==> src/ubri_pkg.sv <==
// Shared types and constants for the bias-free bounded random integer mapper.
// Holds word widths, register indexes and the setup bundle passed to the datapath.
// No dependencies.
package ubri_pkg;

    localparam int WORD_W      = 32;
    localparam int PROD_W      = 2 * WORD_W;
    localparam int CFG_INDEX_W = 2;
    localparam int CNT_W       = $clog2(WORD_W);

    // Configuration register indexes
    localparam logic [CFG_INDEX_W-1:0] REG_LOWER = CFG_INDEX_W'(0);
    localparam logic [CFG_INDEX_W-1:0] REG_UPPER = CFG_INDEX_W'(1);

    // Derived range settings, valid while ready is high
    typedef struct packed {
        logic              ready;
        logic              range_zero;
        logic [WORD_W-1:0] lo;
        logic [WORD_W-1:0] range;
        logic [WORD_W-1:0] thr;
    } setup_t;

endpackage

==> src/ubri_setup.sv <==
// Bound registers, bound ordering and the iterative remainder unit for the threshold.
// Produces the setup bundle consumed by ubri_pipe.
// Depends on ubri_pkg.
module ubri_setup (
    input  logic                               clk,
    input  logic                               rst_n,
    input  logic                               cfg_write,
    input  logic [ubri_pkg::CFG_INDEX_W-1:0]   cfg_index,
    input  logic [ubri_pkg::WORD_W-1:0]        cfg_data,
    output ubri_pkg::setup_t                   setup
);

    typedef enum logic [3:0] {
        ST_PREP  = 4'b0001,
        ST_LOAD  = 4'b0010,
        ST_DIV   = 4'b0100,
        ST_READY = 4'b1000
    } state_t;

    state_t                          state_reg, state_next;
    logic [ubri_pkg::WORD_W-1:0]     lower_reg, lower_next;
    logic [ubri_pkg::WORD_W-1:0]     upper_reg, upper_next;
    logic [ubri_pkg::WORD_W-1:0]     lo_reg, lo_next;
    logic [ubri_pkg::WORD_W-1:0]     range_reg, range_next;
    logic                            zero_reg, zero_next;
    logic [ubri_pkg::WORD_W-1:0]     quo_reg, quo_next;
    logic [ubri_pkg::WORD_W-1:0]     rem_reg, rem_next;
    logic [ubri_pkg::CNT_W-1:0]      cnt_reg, cnt_next;
    logic [ubri_pkg::WORD_W:0]       trial;
    logic                            swap;

    assign swap  = $signed(lower_reg) > $signed(upper_reg);
    assign trial = {rem_reg, quo_reg[ubri_pkg::WORD_W-1]};

    always_comb
    begin
        state_next = state_reg;
        lower_next = lower_reg;
        upper_next = upper_reg;
        lo_next    = lo_reg;
        range_next = range_reg;
        zero_next  = zero_reg;
        quo_next   = quo_reg;
        rem_next   = rem_reg;
        cnt_next   = cnt_reg;
        unique case (state_reg)
            ST_PREP:
            begin
                // order the bounds and form the span
                if (swap)
                begin
                    lo_next    = upper_reg;
                    range_next = lower_reg - upper_reg + ubri_pkg::WORD_W'(1);
                end
                else
                begin
                    lo_next    = lower_reg;
                    range_next = upper_reg - lower_reg + ubri_pkg::WORD_W'(1);
                end
                state_next = ST_LOAD;
            end
            ST_LOAD:
            begin
                zero_next = (range_reg == '0);
                quo_next  = '0 - range_reg;
                rem_next  = '0;
                cnt_next  = ubri_pkg::CNT_W'(ubri_pkg::WORD_W - 1);
                // a full span never rejects, so skip the remainder
                state_next = (range_reg == '0) ? ST_READY : ST_DIV;
            end
            ST_DIV:
            begin
                // one restoring step per cycle
                if (trial >= {1'b0, range_reg})
                begin
                    rem_next = ubri_pkg::WORD_W'(trial - {1'b0, range_reg});
                end
                else
                begin
                    rem_next = trial[ubri_pkg::WORD_W-1:0];
                end
                quo_next = {quo_reg[ubri_pkg::WORD_W-2:0], 1'b0};
                cnt_next = cnt_reg - ubri_pkg::CNT_W'(1);
                if (cnt_reg == '0)
                begin
                    state_next = ST_READY;
                end
            end
            ST_READY:
            begin
                state_next = ST_READY;
            end
            default:
            begin
                state_next = ST_PREP;
            end
        endcase
        // a write restarts the derivation
        if (cfg_write)
        begin
            if (cfg_index == ubri_pkg::REG_LOWER)
            begin
                lower_next = cfg_data;
                state_next = ST_PREP;
            end
            else if (cfg_index == ubri_pkg::REG_UPPER)
            begin
                upper_next = cfg_data;
                state_next = ST_PREP;
            end
        end
    end

    // reset leaves bounds at zero: span one, threshold zero, ready at once
    always_ff @(posedge clk or negedge rst_n)
    begin
        if (!rst_n)
        begin
            state_reg <= ST_READY;
            lower_reg <= '0;
            upper_reg <= '0;
            lo_reg    <= '0;
            range_reg <= ubri_pkg::WORD_W'(1);
            zero_reg  <= 1'b0;
            rem_reg   <= '0;
        end
        else
        begin
            state_reg <= state_next;
            lower_reg <= lower_next;
            upper_reg <= upper_next;
            lo_reg    <= lo_next;
            range_reg <= range_next;
            zero_reg  <= zero_next;
            rem_reg   <= rem_next;
        end
    end

    always_ff @(posedge clk)
    begin
        quo_reg <= quo_next;
        cnt_reg <= cnt_next;
    end

    assign setup.ready      = (state_reg == ST_READY);
    assign setup.range_zero = zero_reg;
    assign setup.lo         = lo_reg;
    assign setup.range      = range_reg;
    assign setup.thr        = rem_reg;

`ifndef SYNTHESIS
    a_thr_below_range: assert property (@(posedge clk) disable iff (!rst_n)
        setup.ready && !setup.range_zero |-> setup.thr < setup.range)
        else $error("threshold not below range");
    a_ready_drop_on_write: assert property (@(posedge clk) disable iff (!rst_n)
        $fell(setup.ready) |-> $past(cfg_write))
        else $error("setup left ready without a register write");
`endif

endmodule

==> src/ubri_pipe.sv <==
// Three-stage datapath: capture word, multiply by range, judge and offset.
// Uses the setup bundle from ubri_setup.
// Depends on ubri_pkg.
module ubri_pipe (
    input  logic                          clk,
    input  logic                          rst_n,
    input  ubri_pkg::setup_t              setup,
    input  logic                          in_valid,
    output logic                          in_stall,
    input  logic [ubri_pkg::WORD_W-1:0]   random_word,
    output logic                          out_valid,
    input  logic                          out_stall,
    output logic signed [ubri_pkg::WORD_W-1:0] bounded_value
);

    logic                          s1_valid_reg, s2_valid_reg, s3_valid_reg;
    logic                          s1_valid_next, s2_valid_next, s3_valid_next;
    logic [ubri_pkg::WORD_W-1:0]   s1_word_reg, s2_word_reg;
    logic [ubri_pkg::PROD_W-1:0]   s2_prod_reg, s2_prod_next;
    logic [ubri_pkg::WORD_W-1:0]   s3_value_reg, s3_value_next;
    logic                          en1, en2, en3;
    logic                          keep;
    logic [ubri_pkg::WORD_W-1:0]   offset;

    // advance a stage when it is empty or its successor advances
    assign en3 = !s3_valid_reg || !out_stall;
    assign en2 = !s2_valid_reg || en3;
    assign en1 = !s1_valid_reg || en2;

    assign in_stall = !en1 || !setup.ready;

    assign s1_valid_next = in_valid && setup.ready;
    assign s2_valid_next = s1_valid_reg;
    assign s2_prod_next  = ubri_pkg::PROD_W'(s1_word_reg) * ubri_pkg::PROD_W'(setup.range);

    // drop words whose product's low half falls below the threshold, unless the span is full
    assign keep = setup.range_zero
                  || (s2_prod_reg[ubri_pkg::WORD_W-1:0] >= setup.thr);
    assign offset = setup.range_zero ? s2_word_reg
                                     : s2_prod_reg[ubri_pkg::PROD_W-1:ubri_pkg::WORD_W];
    assign s3_valid_next = s2_valid_reg && keep;
    assign s3_value_next = setup.lo + offset;

    always_ff @(posedge clk or negedge rst_n)
    begin
        if (!rst_n)
        begin
            s1_valid_reg <= 1'b0;
            s2_valid_reg <= 1'b0;
            s3_valid_reg <= 1'b0;
        end
        else
        begin
            if (en1)
            begin
                s1_valid_reg <= s1_valid_next;
            end
            if (en2)
            begin
                s2_valid_reg <= s2_valid_next;
            end
            if (en3)
            begin
                s3_valid_reg <= s3_valid_next;
            end
        end
    end

    always_ff @(posedge clk)
    begin
        if (en1)
        begin
            s1_word_reg <= random_word;
        end
        if (en2)
        begin
            s2_word_reg <= s1_word_reg;
            s2_prod_reg <= s2_prod_next;
        end
        if (en3)
        begin
            s3_value_reg <= s3_value_next;
        end
    end

    assign out_valid     = s3_valid_reg;
    assign bounded_value = $signed(s3_value_reg);

`ifndef SYNTHESIS
    a_accept_needs_setup: assert property (@(posedge clk) disable iff (!rst_n)
        in_valid && !in_stall |-> setup.ready)
        else $error("transaction accepted before setup was ready");
    a_value_in_span: assert property (@(posedge clk) disable iff (!rst_n)
        out_valid && setup.ready && !setup.range_zero
            |-> (s3_value_reg - setup.lo) < setup.range)
        else $error("result outside configured bounds");
    a_stage_hold: assert property (@(posedge clk) disable iff (!rst_n)
        s2_valid_reg && !en2 |=> $stable(s2_prod_reg))
        else $error("stalled product stage changed");
`endif

endmodule

==> src/unbiased_bounded_random_integer.sv <==
// Top level of the bias-free bounded random integer mapper.
// Instantiates ubri_setup (bounds and threshold) and ubri_pipe (datapath).
// Depends on ubri_pkg.
//
// Usage:
//   Input channel (in_valid / in_stall / random_word) carries one uniform
//   32-bit word per transaction. Output channel (out_valid / out_stall /
//   bounded_value) carries one signed value inside the inclusive bounds.
//   Rejected words produce no output transaction.
//   Configuration: cfg_write with cfg_index 0 writes the lower bound, index 1
//   the upper bound; other indexes are ignored. Reversed bounds are swapped.
//   Write only while no transaction is in flight.
// Timing:
//   One word per cycle sustained while setup is ready and the receiver does not
//   stall. Each word passes the three-stage pipeline (capture, 32x32 multiply,
//   compare and offset) before its result is presented.
//   After a register write, in_stall stays high while the bounds are ordered and
//   the threshold (-range mod range) is formed one bit per cycle by the
//   restoring remainder unit; a full 32-bit span skips that unit.
// Reset: bounds return to zero, so every word maps to zero; the block is
//   ready at once. When the receiver stalls, results hold and the pipeline
//   keeps filling its empty stages before in_stall rises.
module unbiased_bounded_random_integer (
    input  logic                                clk,
    input  logic                                rst_n,
    input  logic                                cfg_write,
    input  logic [ubri_pkg::CFG_INDEX_W-1:0]    cfg_index,
    input  logic [ubri_pkg::WORD_W-1:0]         cfg_data,
    input  logic                                in_valid,
    output logic                                in_stall,
    input  logic [ubri_pkg::WORD_W-1:0]         random_word,
    output logic                                out_valid,
    input  logic                                out_stall,
    output logic signed [ubri_pkg::WORD_W-1:0]  bounded_value
);

    ubri_pkg::setup_t setup;

    // bounds, ordering and threshold
    ubri_setup u_setup (
        .clk       (clk),
        .rst_n     (rst_n),
        .cfg_write (cfg_write),
        .cfg_index (cfg_index),
        .cfg_data  (cfg_data),
        .setup     (setup)
    );

    // multiply, judge and offset each word
    ubri_pipe u_pipe (
        .clk           (clk),
        .rst_n         (rst_n),
        .setup         (setup),
        .in_valid      (in_valid),
        .in_stall      (in_stall),
        .random_word   (random_word),
        .out_valid     (out_valid),
        .out_stall     (out_stall),
        .bounded_value (bounded_value)
    );

endmodule
==> config.mk <==
export PLATFORM = sky130hd
export DESIGN_NAME = unbiased_bounded_random_integer
export DESIGN_NICKNAME = d
export VERILOG_FILES = /design/src/ubri_pkg.sv /design/src/ubri_setup.sv /design/src/ubri_pipe.sv /design/src/unbiased_bounded_random_integer.sv
export SDC_FILE = /design/constraint.sdc
export NUM_CORES = 2
export LEC_CHECK = 0
export BUFFER_PORTS_ARGS = -buffer_cell sky130_fd_sc_hd__buf_2
export CAP_MARGIN = 20
export CORE_UTILIZATION = 65
export CTS_CLUSTER_SIZE = 10
export DETAILED_ROUTE_END_ITERATION = 8
export PLACE_DENSITY_LB_ADDON = 0.2
export SYNTH_ARGS = -nofsm -noshare
export SYNTH_HDL_FRONTEND = slang
export SYNTH_HIERARCHICAL = 1
export SYNTH_SLANG_ARGS = --single-unit
export TNS_END_PERCENT = 5
==> constraint.sdc <==
create_clock -name clk -period 10.55 [get_ports clk]
set_clock_uncertainty 0.15 [all_clocks]
set_input_delay 0.5275 -clock clk [delete_from_list [all_inputs] [get_ports clk]]
set_output_delay 0.5275 -clock clk [all_outputs]
set_load 0.1 [all_outputs]
Yosys cells after proc, flatten, opt, wreduce, memory -nomap -nowiden
Index checks and enable logic that the tools add are counted.
Storage, ports and cells
  register bits: 365
  input port bits: 71
  output and inout port bits: 34
  logic and storage cells: 66
Cells by class
  $add $sub $neg: 8
  multipliers: 1
  $lt $le $gt $ge: 3
  equality and inequality tests: 5
  muxes and demuxes: 13
  bitwise logic cells: 1
  reduce and logical (&&, ||, !) cells: 19
Operator list (number)
  two-way mux 32 bit: 4
  one-hot mux 32 bit (2 select lines): 2
  subtractor 32 bit: 3
  adder 32 x 1 -> 32 bit (second input constant): 2
  multiplier 32 x 32 -> 64 bit: 1
  >= comparator 33 x 32 -> 1 bit: 1
  adder 32 bit: 1
  >= comparator 32 bit: 1
  greater-than comparator 32 bit: 1
  zero test 32 bit: 1
  subtractor 1 x 32 -> 32 bit (first input constant): 1
  two-way mux 4 bit: 5
  one-hot mux 4 bit (4 select lines): 1
  one-hot mux 5 bit (2 select lines): 1
  zero test 1 bit: 6
  zero test 5 bit: 1
  logical OR 1 bit: 5
  subtractor 5 x 1 -> 5 bit (second input constant): 1
  == test 4 x 1 -> 1 bit (second input constant): 1
  == test 4 x 2 -> 1 bit (second input constant): 1
  == test 4 x 3 -> 1 bit (second input constant): 1
  == test 4 bit (second input constant): 1
  AND reduction 3 bit: 1
  == test 2 x 1 -> 1 bit (second input constant): 1
  5 further kinds: 6

Longest topological paths before layout
  depth in word-level cells: 6
  depth in mapped cells: 29
  gate-level depth less buffers: 27

Cells and area by module
The synthesis kept the hierarchy.
Modules (own cells, without submodules)
  ubri_pipe: times used 1, cells an instance 4219, area an instance 40985.6 µm², sequential area each 4879.7 µm²
  ubri_setup: times used 1, cells an instance 1808, area an instance 15523.6 µm², sequential area each 5242.5 µm²

Least setup slack after synthesis
No wires, ideal clock.
  path kind: flip-flop to flip-flop
  start: register u_setup/range_reg[6] (netlist bit)
  end: register u_pipe/s2_prod_reg[61] (netlist bit), data pin
  library setup time: 0.140 ns
  arrival time: 7.057 ns
  data required time: 10.260 ns
  setup slack: 3.203 ns
  cell stages (with the launch flop): 25
  buffers on the path: 1
  period minus slack after synthesis: 7.347 ns
  cell sequence: dfrtp_1 > clkbuf_1 > and2_1 > fa_1 > fa_1 > fa_1 > inv_1 > fa_1 > inv_1 > fa_1 > inv_1 > fa_1 > inv_1 > fa_1 > fa_1 > ha_1 > and3_2 > a311o_1 > a21o_1 > nor4b_4 > or3_4 > a21oi_4 > o21ai_2 > o311a_1 > a21oi_2
Between the ends
  cells in the longest elaborated chain, start to end: 1
Ends and longest elaborated chain
  start, declared: line ubri_setup.sv:24  | logic [ubri_pkg::WORD_W-1:0] range_reg, range_next;
  start signal, assigned: line ubri_setup.sv:123  | range_reg <= ubri_pkg::WORD_W'(1);
  start signal, assigned: line ubri_setup.sv:133  | range_reg <= range_next;
  multiplier 32 x 32 -> 64 bit: line ubri_pipe.sv:34  | assign s2_prod_next = ubri_pkg::PROD_W'(s1_word_reg) * ubri_pkg::PROD_W'(setup.range);
  net u_pipe.s2_prod_next (one bit): line ubri_pipe.sv:19  | logic [ubri_pkg::PROD_W-1:0] s2_prod_reg, s2_prod_next;
  end signal, assigned: line ubri_pipe.sv:78  | s2_prod_reg <= s2_prod_next;
  end, declared: line ubri_pipe.sv:19
The timed path passes the listed nets, and every way through them passes these cells.
A chain may end at the register's enable or synchronous reset.

Final worst setup path
  start: register u_pipe/s1_word_reg[5] (netlist bit)
  end: register u_pipe/s2_prod_reg[59] (netlist bit), data pin
Between the ends
  cells in the longest elaborated chain, start to end: 1
Ends and longest elaborated chain
  start, declared: line ubri_pipe.sv:18  | logic [ubri_pkg::WORD_W-1:0] s1_word_reg, s2_word_reg;
  start signal, assigned: line ubri_pipe.sv:73  | s1_word_reg <= random_word;
  multiplier 32 x 32 -> 64 bit: line ubri_pipe.sv:34
  net u_pipe.s2_prod_next (one bit): line ubri_pipe.sv:19
The timed path passes the listed nets, and every way through them passes these cells.

==> results.json <==
{
  "clock_sinks": 365,
  "cts_root_buf": "clkbuf_16",
  "clk_path_buf_depth": 3,
  "htreeDepth": 2,
  "core-area_um2": 85700,
  "synth_edf_count": 197,
  "maxCapViolations": 0,
  "grt_max_degree": 76,
  "finalSetupViolCount": 0,
  "ys_seq_area_frac": 0.179,
  "critPathCaptureType": "flop",
  "syn_inst": 6027,
  "ys_types": 109,
  "dp_hpwl_um": 126000,
  "yosysWarnings": 6,
  "drc": 0,
  "wl_per_cell_um": 23.0,
  "cp_max_fo": 18,
  "hp-class": "input pin to flop",
  "final_hold_viol_count": 0,
  "grt_setup_unrepaired": "false",
  "period_needed_ns": 8.69,
  "cts.clk_slew.worst_paths_ns": 0.06,
  "postCtsSetupBuffers": 0,
  "first_pass_iters": 6,
  "num_io_pins": 105,
  "crit_type": "flop to flop",
  "hold_start": "cfg_data[9]",
  "drt-initial-drc-count": 4007,
  "max_freq_mhz": 115,
  "die-height_um": 297,
  "die_w_um": 297,
  "cts_made_buffers": 44,
  "mostFrequentLayoutCell": "inv_1",
  "relSlewSlack": 0.190,
  "totalWireLength_um": 165000,
  "timing.rr.start": "u_pipe/s1_word_reg[5]",
  "areaGrowthSynthToFinish_pct": 5.84,
  "placementRows": 107,
  "yosys_register_bits": 365,
  "start_util": 0.660,
  "critPathLaunchType": "flop",
  "gp_congestion": 1.02,
  "startpoint": "u_pipe/s1_word_reg[5]",
  "worst_ep_required_time_ns": 10.75,
  "async_reset_ff_frac": 0.460,
  "largest_register_ffs": 64,
  "period_share": 0.824,
  "grt.total_usage": 0.385,
  "worst_pin_slew_ns": 1.21,
  "cts_tree": "built",
  "slew_viol_final": 0,
  "vias_per_cell": 6.01,
  "num_vias": 43266,
  "status": "completed",
  "hold_buffers": 33,
  "antenna_found_initial": 7,
  "syn_nets": 7498,
  "synth_area_per_cell_um2": 9.38,
  "portBuffers": 104,
  "drive_above_1_share": 0.0658,
  "synthFlopType": "edfxtp_1",
  "grt_pass1_vias": 46089,
  "layout_common_cells": "1,087 x inv_1, 916 x fa_1, 684 x nand2_1, 605 x and2_1, 484 x ha_1",
  "grt_overflow": 0,
  "postRouteAntennaNets": 0,
  "clock_latency_ns": 0.61,
  "nNetsFinal": 7487,
  "nFillCells": 6744,
  "synth.cell_area_um2": 56500,
  "grt_pass1_wl_um": 260000,
  "tns_ns": 0,
  "crit_arrival_ns": 8.89,
  "design.die.area_um2": 88100,
  "ctsResizeCount": 0
}
[cells by family after synthesis]
| family | Yosys count | synth area share |
|---|---|---|
| fa+ha+maj | 1400 | 0.432 |
| simple gates | 1806 | 0.162 |
| mux | 72 | 0.0142 |
| flops | 365 | 0.179 |
| xor+xnor | 197 | 0.0305 |
| buf+inv | 1385 | 0.0936 |
| compound gates | 802 | 0.0888 |
[per-layer routing]
metal  routed length (µm)  vias to the layer above  global-route usage
met4                10400                        4               0.205
met5                   29                        -                   0
met3                14800                      580              0.0723
met2                78000                     2104               0.628
li1                     -                    18917                   -
met1                62100                    21661               0.489
[final cells by class]
class | count | area (µm²) | share of cell area
diodes | 3 | 7.51 | 0.000126
clock buffers | 76 | 1280 | 0.0215
clock inverters | 6 | 83.8 | 0.00140
inverters | 1087 | 4080 | 0.0682
multi-input cells | 4277 | 41100 | 0.688
flip-flops and latches | 365 | 10100 | 0.169
well taps | 1144 | 1430 | 0.0239
repair buffers | 241 | 1650 | 0.0276
[worst max-delay path, stage by stage, from the launching register on]
cell,delay (ns)
edfxtp_1,1.05
buf_4,0.39
nand2_1,0.11
fa_1,0.53
inv_1,0.05
fa_1,0.40
fa_1,0.50
inv_1,0.05
fa_1,0.47
inv_1,0.05
fa_1,0.51
inv_1,0.06
fa_1,0.55
inv_1,0.05
fa_1,0.50
fa_1,0.42
ha_1,0.41
nand3_1,0.14
nor4b_2,0.23
a311o_1,0.14
a21o_1,0.14
nand2_1,0.12
a211oi_2,0.41
a31oi_2,0.30
o21ba_2,0.35
o31ai_4,0.24
xor2_1,0.09
[per-stage QoR]
step	hold WS (ns)	cell area (µm²)	setup slack, ns	cells	utilization
finish	0.0144	59800	1.86	7199	0.698
global route	0.000104	59800	1.67	7197	0.698
CTS	0.00355	59800	2.06	7196	0.698
detailed placement	0.326	58100	2.05	7081	0.678
global placement	0.311	58100	2.22	7081	0.678
floorplan	0.0819	56500	3.20	6027	-
[path summary, 6_finish.rpt]
check | endpoint | slack [ns] | depth (start not counted)
max reg2reg | u_pipe/s2_prod_reg[59] | 1.86 | 26
min reg2reg | u_setup/range_reg[6] | 0.33 | 2
max in group asynchronous | u_setup/range_reg[17] | 8.70 | 3
min | u_setup/lower_reg[9] | 0.01 | 3
min in group asynchronous | u_setup/lower_reg[29] | 0.32 | 2
max | u_pipe/s2_prod_reg[59] | 1.86 | 26
[synth_stat cells (6+ instances only)]
master	number	share of area
o311ai_0	14	0.0022
ha_1	484	0.11
inv_1	1087	0.072
nor2b_1	19	0.0021
nand3_1	107	0.0095
nor3_1	34	0.0030
nand2b_1	32	0.0035
buf_2	9	0.00080
and3_1	17	0.0019
mux2_2	64	0.013
o31ai_1	11	0.0015
a211oi_1	15	0.0020
mux2i_1	8	0.0014
nor2_1	183	0.012
nand2_1	685	0.046
a21oi_1	270	0.024
xnor2_1	129	0.020
o21ai_1	6	0.00053
a31oi_1	23	0.0025
nand3b_1	8	0.0011
o21ai_0	202	0.018
o2111ai_1	6	0.00093
xor2_1	68	0.011
nor4_1	6	0.00066
nand4_1	47	0.0052
a21boi_0	7	0.00093
a32oi_1	10	0.0015
o21a_1	14	0.0019
or3_1	10	0.0011
a21o_1	95	0.013
dfrtp_1	166	0.074
clkbuf_1	269	0.018
edfxtp_1	197	0.10
or2_2	6	0.00066
fa_1	916	0.32
and2_1	605	0.067
o221ai_1	6	0.00093
o21bai_1	26	0.0035
o211ai_1	22	0.0029
Power is not shown: default switching activity piles up to over one toggle a cycle in this logic, so the estimate is an artifact.
